==> src/design/bb3_pkg.sv <==
// shared types and constants for the 3x3 box blur
package bb3_pkg;

   localparam int PIX_W      = 24;
   localparam int CH_W       = 8;
   localparam int ROW_W      = 12;
   localparam int COL_W      = 13;
   localparam int DIM_W      = 14;
   localparam int FW_W       = 11;
   localparam int FH_W       = 12;
   localparam int CSR_IDX_W  = 2;
   localparam int CSR_DATA_W = 12;
   localparam int REM_W      = 13;
   localparam int CNT_W      = 4;

   localparam logic [CSR_IDX_W-1:0] REG_FRAME_WIDTH  = 2'd0;
   localparam logic [CSR_IDX_W-1:0] REG_FRAME_HEIGHT = 2'd1;

   localparam logic [FW_W-1:0] FRAME_WIDTH_RESET  = 11'd640;
   localparam logic [FH_W-1:0] FRAME_HEIGHT_RESET = 12'd480;

   localparam logic REQ_PIXEL = 1'b0;
   localparam logic REQ_DRAIN = 1'b1;

   // one blur job handed from front to back
   typedef struct packed {
      logic [ROW_W-1:0] row;
      logic [COL_W-1:0] col;
      logic [DIM_W-1:0] width;
      logic [FH_W-1:0]  height;
      logic             last;
   } bb3_job_type;

   // back status seen by the front
   typedef struct packed {
      logic busy;
      logic pop;
   } bb3_back_status_type;

endpackage

==> src/design/bb3_front.sv <==
// front end: accepts transactions, tracks frame position, queues blur jobs
module bb3_front
   import bb3_pkg::*;
#(
   parameter int MAX_WIDTH = 1024
) (
   input  logic                             clock,
   input  logic                             reset,
   input  logic                             push,
   output logic                             full,
   input  logic                             req_type,
   input  logic [PIX_W-1:0]                 req_pixel,
   input  logic [FW_W-1:0]                  frame_width,
   input  logic [FH_W-1:0]                  frame_height,
   input  bb3_back_status_type              back_status,
   output logic                             job_valid,
   output bb3_job_type                      job,
   output logic                             mem_wr_en,
   output logic [$clog2(4*MAX_WIDTH)-1:0]   mem_wr_addr,
   output logic [PIX_W-1:0]                 mem_wr_data
);

   localparam int CW = $clog2(MAX_WIDTH);
   localparam int AW = $clog2(4*MAX_WIDTH);

   logic [CW-1:0]    ic_ff, ic_in, oc_ff, oc_in;
   logic [ROW_W-1:0] ir_ff, ir_in, or_ff, or_in;

   logic             accept;
   logic [DIM_W-1:0] fw_ext, eff_w;
   logic [FH_W-1:0]  eff_h;
   logic [CW-1:0]    ic_a, oc_a;
   logic [ROW_W-1:0] ir_a, or_a;
   logic             write_px;
   logic [CW-1:0]    ic_b;
   logic [ROW_W-1:0] ir_b;
   logic [ROW_W:0]   or1, lr;
   logic [DIM_W-1:0] oc1, lc;
   logic             ready, last;
   bb3_job_type      new_job;

   bb3_job_type      q_ff [2];
   logic             wp_ff, wp_in, rp_ff, rp_in;
   logic [1:0]       cnt_ff, cnt_in;
   logic             q_push, q_pop;

   assign accept = push && !full;

   // effective frame size
   always_comb begin
      fw_ext = DIM_W'(frame_width);
      if (frame_width == '0) begin
         eff_w = DIM_W'(1);
      end else if (fw_ext > DIM_W'(MAX_WIDTH)) begin
         eff_w = DIM_W'(MAX_WIDTH);
      end else begin
         eff_w = fw_ext;
      end
      eff_h = (frame_height == '0) ? FH_W'(1) : frame_height;
   end

   // position tracking and readiness
   always_comb begin
      // wrap counters beyond the current width
      ic_a = ic_ff;
      ir_a = ir_ff;
      if (DIM_W'(ic_ff) >= eff_w) begin
         ic_a = '0;
         ir_a = ir_ff + ROW_W'(1);
      end
      oc_a = oc_ff;
      or_a = or_ff;
      if (DIM_W'(oc_ff) >= eff_w) begin
         oc_a = '0;
         or_a = or_ff + ROW_W'(1);
      end
      // store the pixel
      write_px = (req_type == REQ_PIXEL) && (ir_a < eff_h);
      ic_b = ic_a;
      ir_b = ir_a;
      if (write_px) begin
         if (DIM_W'(ic_a) + DIM_W'(1) >= eff_w) begin
            ic_b = '0;
            ir_b = ir_a + ROW_W'(1);
         end else begin
            ic_b = ic_a + CW'(1);
         end
      end
      // last neighbour of the next result
      or1 = {1'b0, or_a} + (ROW_W+1)'(1);
      lr  = (or1 < {1'b0, eff_h}) ? or1 : ({1'b0, eff_h} - (ROW_W+1)'(1));
      oc1 = DIM_W'(oc_a) + DIM_W'(1);
      lc  = (oc1 < eff_w) ? oc1 : (eff_w - DIM_W'(1));
      ready = (ir_b >= eff_h) || ({1'b0, ir_b} > lr)
              || (({1'b0, ir_b} == lr) && (DIM_W'(ic_b) > lc));
      last = (or1 >= {1'b0, eff_h}) && (oc1 >= eff_w);

      new_job.row    = or_a;
      new_job.col    = COL_W'(oc_a);
      new_job.width  = eff_w;
      new_job.height = eff_h;
      new_job.last   = last;

      // counter next values
      ic_in = ic_ff;
      ir_in = ir_ff;
      oc_in = oc_ff;
      or_in = or_ff;
      if (accept) begin
         ic_in = ic_b;
         ir_in = ir_b;
         oc_in = oc_a;
         or_in = or_a;
         if (ready) begin
            if (last) begin
               ic_in = '0;
               ir_in = '0;
               oc_in = '0;
               or_in = '0;
            end else if (oc1 >= eff_w) begin
               oc_in = '0;
               or_in = or_a + ROW_W'(1);
            end else begin
               oc_in = oc_a + CW'(1);
            end
         end
      end
   end

   // line store write
   assign mem_wr_en   = accept && write_px;
   assign mem_wr_addr = AW'(ir_a[1:0]) * AW'(MAX_WIDTH) + AW'(ic_a);
   assign mem_wr_data = req_pixel;

   // job queue toward the back end
   assign q_push    = accept && ready;
   assign q_pop     = back_status.pop;
   assign job_valid = (cnt_ff != 2'd0);
   assign job       = q_ff[rp_ff];
   assign full      = job_valid || back_status.busy;

   always_comb begin
      wp_in  = q_push ? ~wp_ff : wp_ff;
      rp_in  = q_pop ? ~rp_ff : rp_ff;
      cnt_in = cnt_ff + {1'b0, q_push} - {1'b0, q_pop};
   end

   always_ff @(posedge clock) begin
      if (q_push) begin
         q_ff[wp_ff] <= new_job;
      end
   end

   // control registers
   always_ff @(posedge clock) begin
      if (reset) begin
         ic_ff  <= '0;
         ir_ff  <= '0;
         oc_ff  <= '0;
         or_ff  <= '0;
         wp_ff  <= 1'b0;
         rp_ff  <= 1'b0;
         cnt_ff <= 2'd0;
      end else begin
         ic_ff  <= ic_in;
         ir_ff  <= ir_in;
         oc_ff  <= oc_in;
         or_ff  <= or_in;
         wp_ff  <= wp_in;
         rp_ff  <= rp_in;
         cnt_ff <= cnt_in;
      end
   end

endmodule

==> config.mk <==
export PLATFORM = sky130hd
export DESIGN_NAME = bb3_front
export DESIGN_NICKNAME = d
export VERILOG_FILES = /design/src/design/bb3_pkg.sv /design/src/design/bb3_front.sv
export SDC_FILE = /design/constraint.sdc
export NUM_CORES = 1
export LEC_CHECK = 0
export ABC_AREA = 1
export CAP_MARGIN = 30
export CORE_MARGIN = 1.5
export CORE_UTILIZATION = 25
export CTS_CLUSTER_SIZE = 16
export DETAILED_ROUTE_END_ITERATION = 7
export DONT_BUFFER_PORTS = 1
export GPL_ROUTABILITY_DRIVEN = 0
export GPL_TIMING_DRIVEN = 0
export SYNTH_ARGS = -nofsm -noshare
export SYNTH_HDL_FRONTEND = slang
export SYNTH_SLANG_ARGS = --single-unit
==> constraint.sdc <==
create_clock -name clock -period 11.9 [get_ports clock]
set_clock_uncertainty 0.1 [all_clocks]
set_input_delay 2.38 -clock clock [delete_from_list [all_inputs] [get_ports clock]]
set_output_delay 2.38 -clock clock [all_outputs]
set_load 0.05 [all_outputs]
Yosys cells after proc, flatten, opt, wreduce, memory -nomap -nowiden
Memories as Yosys holds them, arrays and structs flattened. A register that Yosys moved wholly into a read port is not among the register bits.
Index checks and enable logic that the tools add are counted.
{"block": "totals", "elab_cells": 78, "out_inout_bits": 91, "reg_bits": 48, "ram_bits": 92, "n_memories": 1}
{"block": "op_classes", "n_mux": 27, "add_sub_neg": 14, "reduce_logical": 13, "eq_ne": 1, "bitwise_logic": 3, "n_lt_le_gt_ge": 12}
{"memory": "q_ff", "words": 2, "word_bits": 46, "read_ports": 1, "rd_ports_with_merged_regs": 1, "write_ports": 1, "line_no": "bb3_front.sv:42", "source": "bb3_job_type q_ff [2];"}
{"op": "12-bit two-way mux", "n": 10}
{"op": "10-bit two-way mux", "n": 9}
{"op": "12-bit by 1-bit adder with 12-bit output, second input constant", "n": 4}
{"op": "10-bit by 14-bit >= comparator with 1-bit output", "n": 2}
{"op": "11-bit by 14-bit >= comparator with 1-bit output", "n": 2}
{"op": "10-bit by 1-bit adder with 11-bit output, second input constant", "n": 2}
{"op": "11-bit two-way mux", "n": 2}
{"op": "10-bit by 1-bit adder with 10-bit output, second input constant", "n": 2}
{"op": "10-bit by 14-bit > comparator with 1-bit output", "n": 1}
{"op": "11-bit by 14-bit < comparator with 1-bit output", "n": 1}
{"op": "14-bit two-way mux", "n": 1}
{"op": "14-bit by 1-bit subtractor with 14-bit output, second input constant", "n": 1}
{"op": "12-bit by 1-bit adder with 13-bit output, second input constant", "n": 1}
{"op": "12-bit by 13-bit equality test with 1-bit output", "n": 1}
{"op": "13-bit by 12-bit >= comparator with 1-bit output", "n": 1}
{"op": "12-bit by 13-bit > comparator with 1-bit output", "n": 1}
{"op": "13-bit by 12-bit < comparator with 1-bit output", "n": 1}
{"op": "13-bit two-way mux", "n": 1}
{"op": "12-bit by 1-bit subtractor with 13-bit output, second input constant", "n": 1}
{"op": "12-bit by 10-bit adder with 12-bit output", "n": 1}
{"op": "12-bit >= comparator", "n": 1}
{"op": "12-bit zero test", "n": 1}
{"op": "12-bit < comparator", "n": 1}
{"op": "11-bit > comparator, second input constant", "n": 1}
{"op": "9 further kinds", "n": 21}

Logic depth before layout (Yosys ltp)
{"block": "depth", "ltp_word": 15, "mapped_depth": 57}

Worst setup path before layout
OpenSTA, ideal clock, no wires.
{"block": "synth_path", "path_type": "input to register", "from": "input port frame_width[8]", "to": "memory q_ff[1][0] (netlist bit) (enable)", "setup_slack_ns": 0.042, "stages": 47, "arrival_time_ns": 11.307, "path_cell_list": "nor2_1 nand3_1 nor3_1 nor2_1 nor2_1 inv_1 ha_1 nand2_1 inv_1 a21oi_1 nand2_1 nand2_1 nand2_2 buf_1 nor2_1 ha_1 inv_1 nor2_1 (+11 left out) nand3_1 clkinv_1 nor2_4 nand2_1 nor3_1 nand2_1 inv_1 a21oi_1 a21oi_1 ha_1 nand2_1 nor2_1 nand4_1 a21oi_1 nor2_8 nand2_8 nand2_2 nor2_1"}
{"block": "synth_between", "elab_chain_len": 15, "elab_cells_between_ends": 37, "classes_between": "6 x add/sub; 10 x order compare; 1 x eq/ne; 14 x mux; 6 x reduce/logical"}
{"item": "from (decl)", "line_no": "bb3_front.sv:13", "source": "input logic [FW_W-1:0] frame_width,"}
{"item": "11-bit > comparator", "line_no": "bb3_front.sv:54", "source": "end else if (fw_ext > DIM_W'(MAX_WIDTH)) begin"}
{"item": "11-bit two-way mux", "line_no": "bb3_front.sv:54"}
{"item": "11-bit two-way mux (*)", "line_no": "bb3_front.sv:52", "source": "if (frame_width == '0) begin"}
{"item": "net eff_w[8]", "line_no": "bb3_front.sv:30", "source": "logic [DIM_W-1:0] fw_ext, eff_w;"}
{"item": "10-bit by 14-bit >= comparator with 1-bit output", "line_no": "bb3_front.sv:67", "source": "if (DIM_W'(ic_ff) >= eff_w) begin"}
{"item": "10-bit two-way mux", "line_no": "bb3_front.sv:67"}
{"item": "10-bit by 1-bit adder with 11-bit output", "line_no": "bb3_front.sv:82", "source": "if (DIM_W'(ic_a) + DIM_W'(1) >= eff_w) begin"}
{"item": "11-bit by 14-bit >= comparator with 1-bit output", "line_no": "bb3_front.sv:82"}
{"item": "10-bit two-way mux or 12-bit two-way mux (tied branches)", "line_no": "bb3_front.sv:82"}
{"item": "10-bit two-way mux or 12-bit two-way mux (tied branches)", "line_no": "bb3_front.sv:81", "source": "if (write_px) begin"}
{"item": "10-bit by 14-bit > comparator with 1-bit output (tied with other cells)", "line_no": "bb3_front.sv:95", "source": "|| (({1'b0, ir_b} == lr) && (DIM_W'(ic_b) > lc));"}
{"item": "1-bit logical AND or 1-bit logical OR (tied branches)", "line_no": "bb3_front.sv:95, bb3_front.sv:94"}
{"item": "1-bit logical OR (*)", "line_no": "bb3_front.sv:95"}
{"item": "1-bit logical AND (*)", "line_no": "bb3_front.sv:136", "source": "assign q_push = accept && ready;"}
{"item": "1-bit two-way mux (*)", "line_no": "bb3_front.sv:149", "source": "if (q_push) begin"}
{"item": "1-bit two-way mux (not written as such) (*)", "line_no": "bb3_front.sv:150", "source": "q_ff[wp_ff] <= new_job;"}
{"item": "to (decl)", "line_no": "bb3_front.sv:42"}
Mark *: on every way through the listed nets, which the timed path passes. The rest lies on a longest branch.

Worst setup path after layout
{"block": "layout_path", "from": "input port frame_width[8]", "to": "memory q_ff[1][16] (netlist bit) (enable)"}
The elaborated chain is that of the path after synthesis.

==> impl_results.md <==
- Status: completed
- Post-Syn Area: 11300 um2
- Minimum clock period after layout: about 11000 ps
- Distinct cells, synth: 50
- Die area: between 40000 and 50000 um2
- Final worst slack: 739.5 ps
- Detailed Route Iter0 Violations: between 600 and 700
- Post-synth top flop: edfxtp_1
- Async set or reset register ratio after synthesis: 0%
- Sequential share of power: between 10% and 20%
- Number of fill cells: ~4700
- F_max: between 0.08 and 0.09 GHz
- Fraction of layout cells with a size suffix above 1: about an eighth
- Critical path fanouts, max: 16
- WP depth: 50
- Synth warn: 0
- Seq/Total Area, Yosys: roughly a third
- Initial antenna violation count: 0
- Gr ovfl total: 0
- Worst-margin pin slew: roughly 900 ps
- Vias per cell: roughly 4.7
- Syn_area_per_cell: between 7 and 8 um2
- Final ANT Viol Nets: 0
- Starting density of the core: around 25%
- Clk Tree Root Cell: clkbuf_16
- Hold path depth: 2
- CP Capture Type: register
- CTS tree: done
- R2R cell count: 44
- Drt total wl: ~33 mm
- Most numerous cell on the critical path: nand2_1
- Place WS: -162.0 ps
- Worst path top cell family by delay: simple AND/OR/NAND/NOR gates
- Syn-to-layout area delta: 14.08%
- Die span in y: ~220 um
- Hpwl dp: about 26 mm
- Vias post-DR: ~10000
- Critical Path AT: approximately 11000 ps
- DRC: 0
- Sink Count: between 100 and 150
- RSZ-0062 raised after global routing: no
- Die width: around 220 um
- Critical path class: input pin to register
- Register bit total from synthesis: 141
- Crit-path slowest cell: a31oi_1
- Sw power: approximately 2.1 mW
- LEAKAGE: 5.674 nW
- Pwr dens: 299.6 nW/um2
- Clock Pin Slew Worst Setup and Hold Paths: ~70 ps
- Number of global-route vias before repair: between 9000 and 10000
- Logic pwr share: around 68%
- Fin. Hold Viols: 0
- # IOs: around 140
- Final Setup Violations: 0
- Max_cap viols: 0
- Routed WL per cell: 15.49 um
- H-tree depth: 4
- Largest net degree at the start of global routing: 31
- Clk network pwr share: between 10 and 15%
- First-pass GRT wire length: around 52 mm
- Final Cycle Share: between 90% and 100%
- Worst hold-check path type: register to register
- Int Pwr: around 1.8 mW
- VDD IR max: between 0.2 and 0.3 mV
- Slew margin rel.: 40.10%
- Sw Ratio: between 50% and 60%
- Clock Path Buffers: 2
- Core area: between 40000 and 50000 um2
- Num CTS Buffers: 17
- Pre-Repair DR Iteration Count: 6
- Clk Latency, worst-skew pair: ~460 ps
- Nets: 1712
- WP data required: roughly 12000 ps
- PortBufs: 0
- Post-synth EDFFs: a little over 90
- GRT Total Usage: ~14%
- WP buf/inv: 9
- Power Total: roughly 3.9 mW
- Syn Inst Count: ~1500
- Max Slew Vio Count: 0
- Max incr delay on CP: approximately 470 ps
- Crit path launch type: input pin
- Ant. Diodes: 0
- Rows: 77
- Fin util: ~29%
==> cell usage in the layout (no fill, tap or decap), types with 8 or more instances in the layout <==
cell and instances:
nand2_1 371, inv_1 196, nor2_1 131, nand3_1 115, ha_1 105, a21oi_1 93, edfxtp_1 92, o21ai_0 49
dfxtp_1 49, mux2_2 46, buf_4 44, xor2_1 43, clkbuf_1 38, nor3_1 21, nand4_1 20, clkbuf_16 17
buf_6 13, a211oi_1 8
==> per-stage QoR <==
stage / instances / instance area (um2) / hold slack, ps / TNS, ps
after floorplan: 1515 / 11310 / 345.3 / 0
after global placement: 2107 / 12060 / 355.5 / -327600
after detailed placement: 2121 / 12230 / 356.3 / -8646
after CTS: 2153 / 12820 / 366.8 / 0
after global routing: 2159 / 12890 / 403.2 / 0
final: 2159 / 12890 / 366.7 / 0
==> cell type report <==
type	instances	area, um2	area share (%)
clock inverters	14	156.4	1.214
clock buffers	18	429.2	3.330
inverters	201	758.2	5.884
plain buffers	87	508.0	3.942
repair buffers	20	209.0	1.622
well taps	592	740.7	5.748
flip-flops and latches	141	3744	29.05
multi-input cells	1086	6341	49.21
==> state kept, by name, summed over array words and instances, names as in the netlist, named ones only <==
register  count
cnt_ff        2
ic_ff        10
ir_ff        12
oc_ff        10
or_ff        12
q_ff         92
rp_ff         1
wp_ff         1
==> Yosys cell counts, types with 2 or more instances <==
master	n	share of area (%)
buf_4	36	2.4
o21ai_1	3	0.13
o21ai_2	3	0.23
dfxtp_1	49	8.7
xor2_1	44	3.4
a21oi_1	93	4.1
clkbuf_1	37	1.2
nor3_1	21	0.93
nand2_1	371	12
edfxtp_1	92	24
buf_2	7	0.31
nand4_1	20	1.1
inv_2	4	0.13
or2_2	5	0.28
nand3_2	3	0.27
o22ai_1	2	0.11
nor2_4	4	0.40
a211oi_1	8	0.53
a31oi_1	4	0.22
buf_6	5	0.50
nor2_1	137	4.6
mux2i_1	2	0.18
o21ai_0	51	2.3
o31ai_1	2	0.13
o21bai_1	2	0.13
inv_1	196	6.5
nor4_1	2	0.11
ha_1	105	12
o211ai_1	5	0.33
xnor2_1	5	0.39
nand3b_1	7	0.47
buf_1	2	0.066
nand3_1	115	5.1
nand2_2	5	0.28
nand2_4	3	0.30
mux2_2	46	4.6
==> power by group through the flow <==
| stage | clock [mW] | sequential [mW] | combinational [mW] |
|---|---|---|---|
| global placement | 0 | 0.717 | 2.47 |
| detailed placement | 0 | 0.713 | 2.55 |
| CTS | 0.558 | 0.702 | 2.57 |
| finish | 0.550 | 0.702 | 2.61 |
| floorplan | 0 | 0.696 | 1.93 |
| global route | 0.575 | 0.712 | 2.86 |
==> routing by layer <==
metal	routed length [um]	track usage, %	vias to the layer above	part of all wire, %
met3	2000	2.748	81	6.0
li1	-	-	5031	-
met5	0	0	-	0
met4	1604	8.578	0	4.8
met2	15870	24.26	323	47
met1	13950	16.94	4713	42
==> path summary, 6_finish.rpt <==
kind / slack [ps] / to / start
max: 740 / q_ff[1][16] / frame_width[8]
min: 370 / oc_ff[0] / oc_ff[0]
max reg2reg: 3530 / q_ff[1][16] / ic_ff[8]
min reg2reg: 370 / oc_ff[0] / oc_ff[0]
==> what timing repair did <==
| item | 4_1_cts | 5_1_grt |
|---|---|---|
| hold buffers | 0 | 0 |
| endpoints found under the setup margin | 0 | 95 |
| resized for setup | 0 | 7 |
| buffers inserted | 0 | 6 |
==> worst register-to-register path: cells and delay by family, from the launching register on <==
family	cells	cell delay [ps]
and+or+nand+nor	25	3740
DFF	1	400
adders and majority gates	4	1100
AOI/OAI and AO/OA	6	1140
xor gates and xnor gates	1	200
buffers and inverters	8	1340
==> logic make-up (layout without fill, tap and decap cells) <==
group / count (synthesis) / count (layout) / share of synthesized area, %
AOI/OAI and AO/OA: 178 / 178 / 8.573
xor gates and xnor gates: 49 / 49 / 3.799
adders and majority gates: 105 / 105 / 11.63
buffers and inverters: 288 / 340 / 11.18
DFF: 141 / 141 / 33.14
muxes: 48 / 48 / 4.763
other: 1 / 6 / 0.03320
and+or+nand+nor: 700 / 700 / 26.88
Power figures use the tool's default switching activity.
