==> src/design/bb3_pkg.sv <==
// shared types and constants for the 3x3 box blur
package bb3_pkg;

   localparam int PIX_W      = 24;
   localparam int CH_W       = 8;
   localparam int ROW_W      = 12;
   localparam int COL_W      = 13;
   localparam int DIM_W      = 14;
   localparam int FW_W       = 11;
   localparam int FH_W       = 12;
   localparam int CSR_IDX_W  = 2;
   localparam int CSR_DATA_W = 12;
   localparam int REM_W      = 13;
   localparam int CNT_W      = 4;

   localparam logic [CSR_IDX_W-1:0] REG_FRAME_WIDTH  = 2'd0;
   localparam logic [CSR_IDX_W-1:0] REG_FRAME_HEIGHT = 2'd1;

   localparam logic [FW_W-1:0] FRAME_WIDTH_RESET  = 11'd640;
   localparam logic [FH_W-1:0] FRAME_HEIGHT_RESET = 12'd480;

   localparam logic REQ_PIXEL = 1'b0;
   localparam logic REQ_DRAIN = 1'b1;

   // one blur job handed from front to back
   typedef struct packed {
      logic [ROW_W-1:0] row;
      logic [COL_W-1:0] col;
      logic [DIM_W-1:0] width;
      logic [FH_W-1:0]  height;
      logic             last;
   } bb3_job_type;

   // back status seen by the front
   typedef struct packed {
      logic busy;
      logic pop;
   } bb3_back_status_type;

endpackage

==> src/design/bb3_back.sv <==
// back end: gathers the 3x3 window, divides, holds the result
module bb3_back
   import bb3_pkg::*;
#(
   parameter int MAX_WIDTH = 1024
) (
   input  logic                           clock,
   input  logic                           reset,
   input  logic                           job_valid,
   input  bb3_job_type                    job,
   output bb3_back_status_type            status,
   output logic                           mem_rd_en,
   output logic [$clog2(4*MAX_WIDTH)-1:0] mem_rd_addr,
   input  logic [PIX_W-1:0]               mem_rd_data,
   output logic                           empty,
   input  logic                           pop,
   output logic [CH_W-1:0]                rsp_out_red,
   output logic [CH_W-1:0]                rsp_out_green,
   output logic [CH_W-1:0]                rsp_out_blue,
   output logic                           rsp_frame_end
);

   localparam int AW = $clog2(4*MAX_WIDTH);

   typedef enum logic [4:0] {
      S_IDLE = 5'b00001,
      S_READ = 5'b00010,
      S_SUM  = 5'b00100,
      S_DIV  = 5'b01000,
      S_HOLD = 5'b10000
   } bb3_state_type;

   bb3_state_type    state_ff, state_in;
   bb3_job_type      job_ff, job_in;
   logic [1:0]       dr_ff, dr_in, dc_ff, dc_in;
   logic [2:0]       bit_ff, bit_in;
   logic [CNT_W-1:0] n_ff, n_in;
   logic [REM_W-1:0] rem_r_ff, rem_r_in, rem_g_ff, rem_g_in, rem_b_ff, rem_b_in;
   logic [CH_W-1:0]  q_r_ff, q_r_in, q_g_ff, q_g_in, q_b_ff, q_b_in;
   logic             pend_vld_ff, pend_vld_in, pend_ok_ff, pend_ok_in;
   logic             pend_rng_ff, pend_rng_in;
   logic             rsp_vld_ff, rsp_vld_in;
   logic [CH_W-1:0]  out_r_ff, out_r_in, out_g_ff, out_g_in, out_b_ff, out_b_in;
   logic             out_end_ff, out_end_in;

   logic             start;
   logic [COL_W:0]   rr;
   logic [DIM_W-1:0] cc;
   logic             skip, centre, tap_ok;
   logic [REM_W-1:0] div_sh;
   logic             ge_r, ge_g, ge_b;
   logic             out_free;

   assign start         = (state_ff == S_IDLE) && job_valid;
   assign status.pop    = start;
   assign status.busy   = (state_ff != S_IDLE);
   assign out_free      = !rsp_vld_ff || pop;
   assign empty         = !rsp_vld_ff;
   assign rsp_out_red   = out_r_ff;
   assign rsp_out_green = out_g_ff;
   assign rsp_out_blue  = out_b_ff;
   assign rsp_frame_end = out_end_ff;

   // tap address and in-frame check
   always_comb begin
      rr     = (COL_W+1)'(job_ff.row) + (COL_W+1)'(dr_ff) - (COL_W+1)'(1);
      cc     = DIM_W'(job_ff.col) + DIM_W'(dc_ff) - DIM_W'(1);
      centre = (dr_ff == 2'd1) && (dc_ff == 2'd1);
      skip   = ((dr_ff == 2'd0) && (job_ff.row == '0))
               || ((dc_ff == 2'd0) && (job_ff.col == '0));
      tap_ok = !skip && (centre || ((rr < (COL_W+1)'(job_ff.height))
                                    && (cc < job_ff.width)));
      mem_rd_en   = (state_ff == S_READ);
      mem_rd_addr = AW'(rr[1:0]) * AW'(MAX_WIDTH) + AW'(cc[COL_W-1:0]);
   end

   // divisor step
   always_comb begin
      div_sh = REM_W'({n_ff, 1'b0}) << bit_ff;
      ge_r   = rem_r_ff >= div_sh;
      ge_g   = rem_g_ff >= div_sh;
      ge_b   = rem_b_ff >= div_sh;
   end

   // sequencer
   always_comb begin
      state_in    = state_ff;
      job_in      = job_ff;
      dr_in       = dr_ff;
      dc_in       = dc_ff;
      bit_in      = bit_ff;
      n_in        = n_ff;
      rem_r_in    = rem_r_ff;
      rem_g_in    = rem_g_ff;
      rem_b_in    = rem_b_ff;
      q_r_in      = q_r_ff;
      q_g_in      = q_g_ff;
      q_b_in      = q_b_ff;
      pend_vld_in = 1'b0;
      pend_ok_in  = tap_ok;
      pend_rng_in = (cc < DIM_W'(MAX_WIDTH));
      rsp_vld_in  = rsp_vld_ff && !pop;
      out_r_in    = out_r_ff;
      out_g_in    = out_g_ff;
      out_b_in    = out_b_ff;
      out_end_in  = out_end_ff;

      // accumulate 2*pixel+1 per counted tap, giving 2*sum+count
      if (pend_vld_ff && pend_ok_ff) begin
         n_in = n_ff + CNT_W'(1);
         if (pend_rng_ff) begin
            rem_r_in = rem_r_ff + REM_W'({mem_rd_data[23:16], 1'b1});
            rem_g_in = rem_g_ff + REM_W'({mem_rd_data[15:8], 1'b1});
            rem_b_in = rem_b_ff + REM_W'({mem_rd_data[7:0], 1'b1});
         end else begin
            rem_r_in = rem_r_ff + REM_W'(1);
            rem_g_in = rem_g_ff + REM_W'(1);
            rem_b_in = rem_b_ff + REM_W'(1);
         end
      end

      case (state_ff)
         S_IDLE: begin
            if (job_valid) begin
               job_in   = job;
               dr_in    = 2'd0;
               dc_in    = 2'd0;
               n_in     = '0;
               rem_r_in = '0;
               rem_g_in = '0;
               rem_b_in = '0;
               state_in = S_READ;
            end
         end
         S_READ: begin
            pend_vld_in = 1'b1;
            if (dc_ff == 2'd2) begin
               dc_in = 2'd0;
               if (dr_ff == 2'd2) begin
                  state_in = S_SUM;
               end else begin
                  dr_in = dr_ff + 2'd1;
               end
            end else begin
               dc_in = dc_ff + 2'd1;
            end
         end
         S_SUM: begin
            bit_in   = 3'd7;
            state_in = S_DIV;
         end
         S_DIV: begin
            if (ge_r) rem_r_in = rem_r_ff - div_sh;
            if (ge_g) rem_g_in = rem_g_ff - div_sh;
            if (ge_b) rem_b_in = rem_b_ff - div_sh;
            q_r_in = {q_r_ff[CH_W-2:0], ge_r};
            q_g_in = {q_g_ff[CH_W-2:0], ge_g};
            q_b_in = {q_b_ff[CH_W-2:0], ge_b};
            bit_in = bit_ff - 3'd1;
            if (bit_ff == 3'd0) begin
               state_in = S_HOLD;
            end
         end
         S_HOLD: begin
            if (out_free) begin
               rsp_vld_in = 1'b1;
               out_r_in   = q_r_ff;
               out_g_in   = q_g_ff;
               out_b_in   = q_b_ff;
               out_end_in = job_ff.last;
               state_in   = S_IDLE;
            end
         end
         default: begin
            state_in = S_IDLE;
         end
      endcase
   end

   // datapath registers
   always_ff @(posedge clock) begin
      job_ff      <= job_in;
      dr_ff       <= dr_in;
      dc_ff       <= dc_in;
      bit_ff      <= bit_in;
      n_ff        <= n_in;
      rem_r_ff    <= rem_r_in;
      rem_g_ff    <= rem_g_in;
      rem_b_ff    <= rem_b_in;
      q_r_ff      <= q_r_in;
      q_g_ff      <= q_g_in;
      q_b_ff      <= q_b_in;
      pend_ok_ff  <= pend_ok_in;
      pend_rng_ff <= pend_rng_in;
      out_r_ff    <= out_r_in;
      out_g_ff    <= out_g_in;
      out_b_ff    <= out_b_in;
      out_end_ff  <= out_end_in;
   end

   // control registers
   always_ff @(posedge clock) begin
      if (reset) begin
         state_ff    <= S_IDLE;
         pend_vld_ff <= 1'b0;
         rsp_vld_ff  <= 1'b0;
      end else begin
         state_ff    <= state_in;
         pend_vld_ff <= pend_vld_in;
         rsp_vld_ff  <= rsp_vld_in;
      end
   end

endmodule

==> config.mk <==
export PLATFORM = sky130hd
export DESIGN_NAME = bb3_back
export DESIGN_NICKNAME = d
export VERILOG_FILES = /design/src/design/bb3_pkg.sv /design/src/design/bb3_back.sv
export SDC_FILE = /design/constraint.sdc
export NUM_CORES = 1
export LEC_CHECK = 0
export ABC_AREA = 1
export BUFFER_PORTS_ARGS = -buffer_cell sky130_fd_sc_hd__buf_2
export CORE_UTILIZATION = 45
export DETAILED_ROUTE_END_ITERATION = 8
export PLACE_DENSITY_LB_ADDON = 0.25
export SYNTH_ARGS = -nofsm -noshare
export SYNTH_HDL_FRONTEND = slang
export SYNTH_SLANG_ARGS = --single-unit
==> constraint.sdc <==
create_clock -name clock -period 7.15 [get_ports clock]
set_input_delay 0.3575 -clock clock [delete_from_list [all_inputs] [get_ports clock]]
set_output_delay 0.3575 -clock clock [all_outputs]
set_load 0.005 [all_outputs]
## Word-level counts from Yosys, hierarchy flattened

Cells that the tools add are included.

| storage, ports and cells | value |
|---|---|
| flip-flop bits (word level) | 160 |
| latch bits | 0 |
| RAM bits | 0 |
| memory bits (read-only) | 0 |
| input bits | 80 |
| logic and storage cells | 125 |
| memories | 0 |

| cells by class | value |
|---|---|
| $add $sub $neg | 18 |
| $mul | 0 |
| divide/modulo/power cells | 0 |
| magnitude comparators | 6 |
| eq/ne operators | 16 |
| shift operators | 1 |
| muxes and demuxes | 34 |
| bitwise gates (word level) | 0 |
| reduce and logical (&&, ||, !) cells | 26 |

Operators by type and width:

| operator | count |
|---|---|
| 2-to-1 mux 13 bit | 12 |
| case mux 13 bit (2 select lines) | 3 |
| adder 13 x 1 -> 13 bit (second input constant) | 3 |
| adder 13 x 9 -> 13 bit | 3 |
| greater-or-equal comparator 13 bit | 3 |
| subtractor 13 bit | 3 |
| 2-to-1 mux 5 bit | 5 |
| case mux 5 bit (5 select lines) | 1 |
| adder 13 x 2 -> 14 bit | 1 |
| less-than comparator 14 x 11 -> 1 bit (second input constant) | 1 |
| less-than comparator 14 x 12 -> 1 bit | 1 |
| less-than comparator 14 bit | 1 |
| subtractor 13 x 1 -> 14 bit (second input constant) | 1 |
| subtractor 14 x 1 -> 14 bit (second input constant) | 1 |
| adder 12 x 2 -> 13 bit | 1 |
| zero test 13 bit | 1 |
| << shifter 5 x 3 -> 13 bit | 1 |
| adder 12 bit | 1 |
| zero test 12 bit | 1 |
| 2-to-1 mux 4 bit | 3 |
| logical AND 1 bit | 8 |
| 2-to-1 mux 2 bit | 4 |
| inequality test 2 bit (second input constant) | 4 |
| case mux 2 bit (2 select lines) | 2 |
| 22 further kinds | 36 |

## Longest topological paths before layout

Gate-level depths: netlist (run 1).

| logic depth | value |
|---|---|
| depth in word-level cells | 6 |
| depth in mapped cells | 22 |
| mapped depth without buffers | 22 |

## Worst setup path before layout (run 1)

Ideal clock, no wire load.

| path | value |
|---|---|
| kind | register -> register |
| from | register state_ff[2] |
| to | register dr_ff[0] (enable) |
| arrival | 3,547 ps |
| slack | 3,292 ps |
| cell stages (with the launch flop) | 6 |
| buffers on the path | 0 |
| period minus slack after synthesis | 3,858 ps |
| path through | dfxtp_1 > nor2_2 > nand4_2 > nor2_1 > inv_1 > nand2_1 |

| between the ends | value |
|---|---|
| longest elaborated chain between the ends | 3 |
| elaborated cells on any way between the ends | 7 |
| those cells by class | eq/ne (5); reduce/logical (2) |

RTL lines:

| element | RTL line | text |
|---|---|---|
| start, declared | bb3_back.sv:33 | `bb3_state_type state_ff, state_in;` |
| start signal, assigned | bb3_back.sv:208 | `state_ff <= state_in;` |
| == test 5 x 2 -> 1 bit or == test 5 x 1 -> 1 bit (tied branches) | bb3_back.sv:122 | `case (state_ff)` |
| inequality test 2 bit (no line), or another cell as far along | - |  |
| AND reduction 4 bit (no line) (*) | - |  |
| end signal, assigned | bb3_back.sv:183 | `dr_ff <= dr_in;` |
| end, declared | bb3_back.sv:35 | `logic [1:0] dr_ff, dr_in, dc_ff, dc_in;` |

Mark *: on every way between the ends. The rest lies on a longest branch, timed or not.
A chain may end at the register's enable or synchronous reset.

## Final worst setup path (run 1)

| path | value |
|---|---|
| from | register dc_ff[1] |
| to | register pend_ok_ff |

| between the ends | value |
|---|---|
| longest elaborated chain between the ends | 6 |
| elaborated cells on any way between the ends | 12 |
| those cells by class | add/sub (2); order compare (1); eq/ne (1); reduce/logical (8) |

RTL lines:

| element | RTL line | text |
|---|---|---|
| start, declared | bb3_back.sv:35 |  |
| start signal, assigned | bb3_back.sv:184 | `dc_ff <= dc_in;` |
| adder 13 x 2 -> 14 bit | bb3_back.sv:67 | `cc = DIM_W'(job_ff.col) + DIM_W'(dc_ff) - DIM_W'(1);` |
| subtractor 14 x 1 -> 14 bit | bb3_back.sv:67 |  |
| less-than comparator 14 bit | bb3_back.sv:72 | `&& (cc < job_ff.width)));` |
| logical AND 1 bit | bb3_back.sv:72 |  |
| logical OR 1 bit | bb3_back.sv:71 | `tap_ok = !skip && (centre \|\| ((rr < (COL_W+1)'(job_ff.height))` |
| logical AND 1 bit (*) | bb3_back.sv:71 |  |
| named net pend_ok_in | bb3_back.sv:40 | `logic pend_vld_ff, pend_vld_in, pend_ok_ff, pend_ok_in;` |
| end signal, assigned | bb3_back.sv:193 | `pend_ok_ff <= pend_ok_in;` |
| end, declared | bb3_back.sv:40 |  |

Mark *: on every way through the listed nets, which the timed path passes. The rest lies on a longest branch.

==> results of run 1 <==
[metrics by stage]
step	setup slack, ns	util, %
floorplan	3.29	-
global placement	3.63	50.4
detailed placement	3.51	50.4
CTS	3.51	52.9
global route	3.26	52.9
finish	3.50	52.9
[registers in the layout (all words and copies together), names as in the netlist, 4 cells and up]
register,count
state_ff,5
q_g_ff,8
q_r_ff,8
job_ff,52
rsp_out_green,8
rsp_out_blue,8
rem_b_ff,13
rem_r_ff,13
rsp_out_red,8
n_ff,4
rem_g_ff,13
q_b_ff,8
[layer usage]
| layer | global-route usage [%] | share of wire, % | up-vias |
|---|---|---|---|
| met1 | 28.4 | 47 | 4369 |
| met4 | 5.96 | 1.4 | 0 |
| met3 | 3.31 | 5.0 | 27 |
| met2 | 35.9 | 47 | 233 |
| li1 | - | - | 5061 |
| met5 | 0 | 0 | - |
[layout by cell type (no fill, tap or decap), drive strengths merged, types with 9 or more instances in the layout]
cell,synthesis,routed
nand2,384,384
inv,253,262
ha,132,132
buf,9,125
edfxtp,108,108
nand3,104,104
a21oi,86,86
nor2,82,82
o21ai,80,80
dfxtp,52,52
xor2,45,45
nand4,21,21
xnor2,20,20
nor3,20,20
clkbuf,10,17
o21bai,9,9
[final cells by class]
| type | count | area, um^2 | area share [%] |
|---|---|---|---|
| clock buffer | 17 | 425 | 3.27 |
| timing repair buffer | 125 | 638 | 4.90 |
| inverter | 253 | 952 | 7.32 |
| multi-input combinational | 1031 | 6110 | 47.0 |
| clock inverter | 15 | 194 | 1.49 |
| sequential | 160 | 4280 | 32.9 |
| tap | 324 | 405 | 3.12 |
[power groups by stage]
| stage | clock network (uW) | logic [uW] | registers (uW) |
|---|---|---|---|
| after floorplan | 0 | 681 | 1110 |
| after global placement | 0 | 938 | 1120 |
| after detailed placement | 0 | 964 | 1120 |
| after CTS | 953 | 971 | 1100 |
| after global routing | 994 | 1100 | 1110 |
| final | 940 | 968 | 1100 |
[final timing paths]
| check | depth (start not counted) | from | end | slack (ns) |
|---|---|---|---|---|
| max | 18 | dc_ff[1] | pend_ok_ff | 3.50 |
| max reg2reg | 18 | dc_ff[1] | pend_ok_ff | 3.50 |
| min | 1 | job[34] | job_ff[34] | 0.09 |
| min reg2reg | 0 | job_ff[0] | rsp_frame_end | 0.43 |
[cells by family after synthesis]
logic type | synth area share [%]
multiplexers | 0.175
buffers and inverters | 9.13
AND/OR/NAND/NOR | 23.2
XOR/XNOR | 4.98
adder cells (fa/ha/maj) | 15.3
AO/OA/AOI/OAI | 9.72
flip-flops | 37.5
==> flow_metrics.py, run 1 <==
metrics = {
    "run_status": {
        "status": "finished, final reports clean",
    },
    "synth": {
        "synth.largest_area_cell": "edfxtp_1",
        "synth_edf_count": 108,
        "synth.most_common_cell": "nand2_1",
        "yosysUniqueCellTypes": 49,
        "synthCells": 1463,
        "synth-warning-count": 0,
        "seq_area_frac_synth_pct": 37.5,
        "syn_nets": 1680,
        "netlist_area_mm2": 0.0114,
        "ys_ff_latch": 160,
        "synth_common_cells": "380 x nand2_1, 250 x inv_1, 132 x ha_1",
        "ys.flop_type": "edfxtp_1",
        "yosys.area.top_type_share_pct": 28.4,
        "syn_avg_cell_area_um2": 7.81,
        "async_reset_ff_share_pct": 0,
        "synth_area_leaders": "edfxtp_1 28%, ha_1 14%, nand2_1 12%, dfxtp_1 9.1%, inv_1 8.2%",
    },
    "global_routing": {
        "grt_pass1_vias": 9102,
        "grt_max_degree": 54,
        "grt_pass1_wl_um": 44300,
        "antenna_found_initial": 0,
        "gr-total-overflow": 0,
        "grtUsageTotal_pct": 21.4,
    },
    "worst_setup_path": {
        "slowest_delay_ns": 0.54,
        "path_cells": "inv_1 > ha_1 > inv_1 > ha_1 > inv_1 > fa_1 > o31ai_1 > nand3_1 > nand3_1 > xor2_1 > inv_1 > ha_1 > and3_1 > nor3_1 > nand2_1 > a21oi_1 > nand4_1 > a21oi_1",
        "startpoint_type": "flop",
        "cp.required_ns": 7.52,
        "critPathCaptureType": "flop",
        "cp_common_cell": "inv_1",
        "crit_fanout": 4,
        "slowest_stage": "o31ai_1",
        "cpLargestDelayFamily": "adder cells",
        "crit_type": "flop to flop",
        "crit_arrival_ns": 4.02,
        "critPathBufInv": 4,
    },
    "clock_tree": {
        "clk_pin_slew_ns": 0.08,
        "insertion_delay_ns": 0.44,
        "cts.sinks": 160,
        "root_buffer": "clkbuf_16",
        "cts_buffer_depth": 2,
        "cts_hold_buf": 0,
        "h-tree-depth": 4,
        "post_cts_resize_count": 0,
        "post_cts_buffers": 0,
        "cts_tree": "built",
        "cts_buffers": 17,
    },
    "placement": {
        "gp_congestion": 0.924,
        "portBuffers": 120,
        "place_area_mm2": 0.0124,
        "dp.cells": 1893,
        "hpwl_um": 20700,
    },
    "sta": {
        "whs_ns": 0.0937,
        "maxSlewHeadroom_pct": 25.1,
        "final-setup-viol-count": 0,
        "slew_violations": 0,
        "period_minus_slack_ns": 3.65,
        "hold_viol_final": 0,
        "max_clock_freq_mhz": 274,
        "skew_ns": 0.0162,
        "worst_pin_slew_ns": 1.12,
        "fin_setup_tns_ns": 0,
        "period_share_pct": 51.1,
        "rsz0062_at_grt": "false",
    },
    "power": {
        "p_sw_share_pct": 36.6,
        "p_leak_uw": 0.00666,
        "p_int_uw": 1900,
        "p_clk_share_pct": 31.3,
        "seqPwrFrac_pct": 36.5,
        "total_power_uw": 3010,
        "comb_power_share_pct": 32.2,
        "peakVddDrop_uv": 163,
        "p_per_area_mw_per_mm2": 231,
        "p_sw_uw": 1100,
    },
    "hold_path": {
        "min_path_type": "input port to flop",
    },
    "floorplanning": {
        "die_area_mm2": 0.0260,
        "die_x_um": 161,
        "num_io_pins": 121,
        "start_util_pct": 46.5,
        "die_h_um": 161,
        "fp-row-count": 57,
        "core-area_mm2": 0.0246,
    },
    "layout": {
        "syn2layout_area_growth_pct": 13.8,
        "drive_gt1_share_pct": 11.3,
        "fin_area_mm2": 0.0130,
        "fillers": 2328,
        "nets": 1805,
        "fin_cells": 1925,
        "num_antenna_cells": 0,
    },
    "routing": {
        "firstDrtPassIters": 5,
        "wl_per_cell_um": 14.0,
        "drtIter0Drc": 696,
        "num_vias": 9690,
        "drcViolationCount": 0,
        "ant_nets": 0,
        "wl_um": 26900,
        "vias_per_cell": 5.03,
    },
    "run": {
        "cap_violations": 0,
    },
}
(Power assumes the default switching activity.)
==> run 2: changes to the inputs <==
clock period = 3.6 ns   (was 7.15 ns; I/O delays follow)
==> run 2 against run 1 <==
Against the previous run:
- register-to-register slack worse by 3.2 ns
- clock-buffer cell count unchanged
- critical endpoint is now mem_rd_addr[11]
- final cell count rose by 3.3%
- worst hold slack worse by 0.051 ns
- core utilization is 2.7 points higher
- power up 100%
- critical path depth down 3
==> flow_metrics.py, run 2 (same netlist as run 1, synthesis figures left out) <==
metrics = {
    "worst_setup_path": {
        "startpoint_type": "flop",
        "cp.required_ns": 3.42,
        "cp_common_cell": "inv_1",
        "slowest_delay_ns": 0.42,
        "path_cells": "inv_1 > ha_1 > inv_1 > o21ai_0 > inv_1 > nand2_1 > a21oi_1 > nor2_1 > nand2_1 > nand2_1 > inv_1 > ha_1 > xnor2_1 > xor2_1 > buf_2",
        "slowest_stage": "edfxtp_1",
        "critPathCaptureType": "output port",
        "crit_arrival_ns": 3.16,
        "crit_type": "flop to output port",
        "worstRegToRegCells": 20,
        "crit_fanout": 4,
    },
    "layout": {
        "drive_gt1_share_pct": 11.8,
        "largest_reg_flops": 52,
        "regMostFlops": "job_ff",
        "syn2layout_area_growth_pct": 19.6,
        "final_common_cell": "nand2_1",
        "multi_input_comb_area_mm2": 0.00614,
        "fin_area_mm2": 0.0137,
        "fin_cells": 1988,
        "final_cell_mix": "379 x nand2_1, 249 x inv_1, 132 x ha_1, 120 x buf_2, 108 x edfxtp_1",
        "num_antenna_cells": 0,
        "fillers": 2312,
        "nets": 1868,
        "seq_area_mm2": 0.00428,
    },
    "global_routing": {
        "grt_pass1_wl_um": 44500,
        "grt_pass1_vias": 9353,
        "grt_max_degree": 41,
        "antenna_found_initial": 0,
        "gr-total-overflow": 0,
        "grtUsageTotal_pct": 21.4,
    },
    "sta": {
        "slew_violations": 0,
        "hold_viol_final": 0,
        "final-setup-viol-count": 0,
        "worst_pin_slew_ns": 1.12,
        "period_share_pct": 92.8,
        "period_minus_slack_ns": 3.34,
        "maxSlewHeadroom_pct": 24.9,
        "skew_ns": 0.0171,
        "max_clock_freq_mhz": 299,
    },
    "routing": {
        "vias_per_cell": 4.97,
        "wl_um": 27100,
        "drtIter0Drc": 572,
        "ant_nets": 0,
        "drcViolationCount": 0,
        "wl_per_cell_um": 13.6,
        "firstDrtPassIters": 5,
        "num_vias": 9886,
    },
    "placement": {
        "gp_congestion": 0.888,
        "portBuffers": 120,
        "dp.cells": 1903,
        "place_area_mm2": 0.0125,
        "hpwl_um": 21100,
    },
    "hold_path": {
        "min_path_type": "input port to flop",
        "worstHoldPathCells": 4,
    },
    "power": {
        "peakVddDrop_uv": 423,
        "total_power_uw": 6090,
        "p_per_area_mw_per_mm2": 446,
        "p_leak_uw": 0.00694,
    },
    "clock_tree": {
        "root_buffer": "clkbuf_16",
        "h-tree-depth": 4,
        "cts_buffer_depth": 2,
        "clk_pin_slew_ns": 0.07,
        "cts_tree": "built",
        "cts.sinks": 160,
        "post_cts_buffers": 0,
        "insertion_delay_ns": 0.44,
        "cts_buffers": 17,
    },
    "floorplanning": {
        "start_util_pct": 46.5,
        "num_io_pins": 121,
        "fp-row-count": 57,
        "die_h_um": 161,
        "core-area_mm2": 0.0246,
        "die_area_mm2": 0.0260,
        "die_x_um": 161,
    },
    "run": {
        "cap_violations": 0,
    },
    "run_status": {
        "status": "finished, final reports clean",
    },
}
==> run 2: path summary, 6_finish.rpt <==
path	startpoint	endpoint	slack [ns]
worst max-delay path	job_ff[29]	mem_rd_addr[11]	0.26
worst min-delay path	pop	rsp_vld_ff	0.04
worst max register to register	dr_ff[1]	pend_ok_ff	0.31
worst min register to register	q_r_ff[7]	rsp_out_red[7]	0.42
==> run 2: metal layers <==
layer  global-route usage [%]  up-vias  part of all wire (%)
li1                         -     5168                     -
met4                     6.78        0                   1.7
met1                     28.0     4439                    47
met5                        0        -                     0
met2                     36.3      245                    46
met3                     3.03       34                   4.9
==> run 2: area by class of cell <==
cell class	count	area share (%)
Sequential cell	160	31.3
Clock inverter	15	1.54
Tap cell	324	2.97
Multi-Input combinational cell	1031	44.9
Timing Repair Buffer	188	9.19
Inverter	253	6.97
Clock buffer	17	3.11
==> run 2: timing repair <==
action	in CTS	in global routing
gates resized for setup	0	7
hold buffers	53	0
hold endpoints to repair	56	0
setup endpoints to repair	0	1
==> run 2: critical path: cells and delay by family (launching register included) <==
family	cells	cell delay, ns
flops	1	0.42
fa+ha+maj	2	0.59
xor+xnor	2	0.41
buf+inv	5	0.48
compound gates	2	0.45
simple gates	4	0.36
==> run 2: power breakdown <==
group          internal [uW]  switching, uW  leakage [uW]
Sequential              2110           81.7       0.00142
Clock                   1020            885      0.000308
Combinational            775           1220       0.00521
==> run 2: per-stage QoR <==
step | util (%) | hold slack [ns] | setup TNS [ns] | setup WS (ns)
after floorplan | - | 0.249 | 0 | 0.388
after global placement | 50.7 | 0.357 | 0 | 0.222
after detailed placement | 50.7 | 0.358 | 0 | 0.137
after CTS | 55.5 | 0.0359 | 0 | 0.131
after global routing | 55.6 | 0.0628 | -0.0285 | -0.0285
final | 55.6 | 0.0424 | 0 | 0.260
==> run 3: changes to the inputs <==
CELL_PAD_IN_SITES_DETAIL_PLACEMENT = 0   (was not set)
CELL_PAD_IN_SITES_GLOBAL_PLACEMENT = 1   (was not set)
==> run 3 against run 2 <==
Against the previous run:
- clock power is 2% lower
- worst hold slack better by 0.012 ns
- global-route usage is 0.92 points higher
- core utilization is 0.20 points lower
- cell area is 0.36% lower
- final cell count hardly changed
- register-to-register slack worse by 0.06 ns
- first-iteration DRC count is 16% lower
- critical endpoint is now pend_ok_ff
- largest power group unchanged
==> flow_metrics.py, run 3 (same netlist as run 1, synthesis figures left out) <==
metrics = {
    "run_status": {
        "status": "finished, final reports clean",
    },
    "worst_setup_path": {
        "startpoint_type": "flop",
        "cp.required_ns": 3.97,
        "critPathCaptureType": "flop",
        "r2r_slack_ns": 0.25,
        "crit_fanout": 3,
        "crit_arrival_ns": 3.72,
        "crit_type": "flop to flop",
    },
    "placement": {
        "gp_congestion": 0.906,
        "dp.cells": 1904,
        "dp_slack_ns": 0.112,
        "hpwl_um": 21500,
        "portBuffers": 120,
    },
    "layout": {
        "drive_gt1_share_pct": 11.8,
        "fin_cells": 1989,
        "final_common_cell": "nand2_1",
        "largest_reg_flops": 52,
        "regMostFlops": "job_ff",
        "fillers": 2336,
        "nets": 1869,
        "final_cell_mix": "380 x nand2_1, 249 x inv_1, 132 x ha_1, 120 x buf_2, 108 x edfxtp_1",
        "num_antenna_cells": 0,
        "syn2layout_area_growth_pct": 19.2,
    },
    "floorplanning": {
        "die_x_um": 161,
        "num_io_pins": 121,
        "fp-row-count": 57,
        "core-area_mm2": 0.0246,
        "die_area_mm2": 0.0260,
        "die_h_um": 161,
        "start_util_pct": 46.5,
    },
    "clock_tree": {
        "cts.sinks": 160,
        "cts_buffers": 17,
        "post_cts_buffers": 0,
        "h-tree-depth": 4,
        "cts_buffer_depth": 2,
        "clk_pin_slew_ns": 0.07,
        "insertion_delay_ns": 0.43,
        "cts_tree": "built",
        "root_buffer": "clkbuf_16",
    },
    "global_routing": {
        "grt_pass1_vias": 9647,
        "grt_max_degree": 41,
        "grtUsageTotal_pct": 22.3,
        "antenna_found_initial": 0,
        "gr-total-overflow": 0,
        "grt_pass1_wl_um": 46000,
    },
    "run": {
        "cap_violations": 0,
    },
    "routing": {
        "firstDrtPassIters": 5,
        "vias_per_cell": 4.93,
        "drcViolationCount": 0,
        "wl_um": 27900,
        "num_vias": 9809,
        "ant_nets": 0,
        "wl_per_cell_um": 14.1,
        "drtIter0Drc": 479,
    },
    "power": {
        "peakVddDrop_uv": 350,
        "p_leak_uw": 0.00694,
        "p_per_area_mw_per_mm2": 443,
    },
    "sta": {
        "worst_pin_slew_ns": 0.762,
        "period_minus_slack_ns": 3.35,
        "hold_viol_final": 0,
        "rsz0062_at_grt": "false",
        "skew_ns": 0.0128,
        "slew_violations": 0,
        "final-setup-viol-count": 0,
        "period_share_pct": 93.1,
        "worst_slack_ns": 0.247,
        "maxSlewHeadroom_pct": 49.1,
        "fin_setup_tns_ns": 0,
        "max_clock_freq_mhz": 298,
    },
    "hold_path": {
        "min_path_type": "input port to flop",
    },
}
## run 3: cell types whose count changed in the layout (fill, tap and decap cells not counted), sizes merged
cell	delta
clkinv	-4
inv	+2
buf	+1
bufinv	+1
clkbuf	+1
## run 3: worst paths after layout
kind                   from  cells past startpoint             end
hold / removal    job_valid                      4     rem_b_ff[0]
hold reg to reg   q_r_ff[7]                      0  rsp_out_red[7]
setup / recovery   dr_ff[1]                     20      pend_ok_ff
setup reg to reg   dr_ff[1]                     20      pend_ok_ff
## run 3: timing repair
action	CTS	global route
setup endpoints to repair	0	1
hold buffers	53	0
gates resized for setup	0	6
endpoints found under the hold margin	55	0
## run 3: area by class of cell
| class | instances | area, um^2 | share of cell area (%) |
|---|---|---|---|
| sequential | 160 | 4280 | 31.5 |
| tap | 324 | 405 | 2.98 |
| clock inverter | 14 | 170 | 1.25 |
| multi-input combinational | 1031 | 6130 | 45.0 |
| inverter | 253 | 952 | 6.99 |
| timing repair buffer | 189 | 1250 | 9.19 |
| clock buffer | 18 | 429 | 3.15 |
## run 3: report_power, final
group | switching (uW) | internal (uW) | total, uW
Clock | 813 | 1050 | 1860
Combinational | 1210 | 762 | 1980
Sequential | 81.1 | 2120 | 2200
## run 3: routing by layer
layer	GRT usage, %	part of all wire, %	vias up
met2	39.3	48	192
met1	27.2	46	4388
met5	0	0	-
met3	3.78	3.3	44
met4	8.23	2.5	0
li1	-	-	5185
## run 3: through the flow
| stage | utilization [%] | cell area [um^2] | total power [uW] | hold WS (ns) |
|---|---|---|---|---|
| finish | 55.4 | 13600 | 6040 | 0.0540 |
| global route | 55.4 | 13600 | 6440 | 0.0469 |
| CTS | 55.3 | 13600 | 6070 | 0.0393 |
| detailed placement | 50.7 | 12500 | 4140 | 0.358 |
| global placement | 50.7 | 12500 | 4130 | 0.356 |
| floorplan | - | 11400 | 3560 | 0.249 |
## run 3: worst max-delay path, cell delays in order (launching register included)
cell and delay [ns]:
edfxtp_1 0.42, inv_2 0.10, ha_1 0.22, inv_1 0.06, ha_1 0.16, inv_1 0.06
fa_1 0.38, nand3b_1 0.16, nand2_1 0.13, a21oi_1 0.12, o21ai_2 0.16, a21oi_1 0.10
xor2_1 0.16, ha_1 0.31, a21oi_1 0.14, nand2_1 0.06, nor3_1 0.15, nand2_1 0.07
a21oi_1 0.11, nand4_1 0.09, a21oi_1 0.12
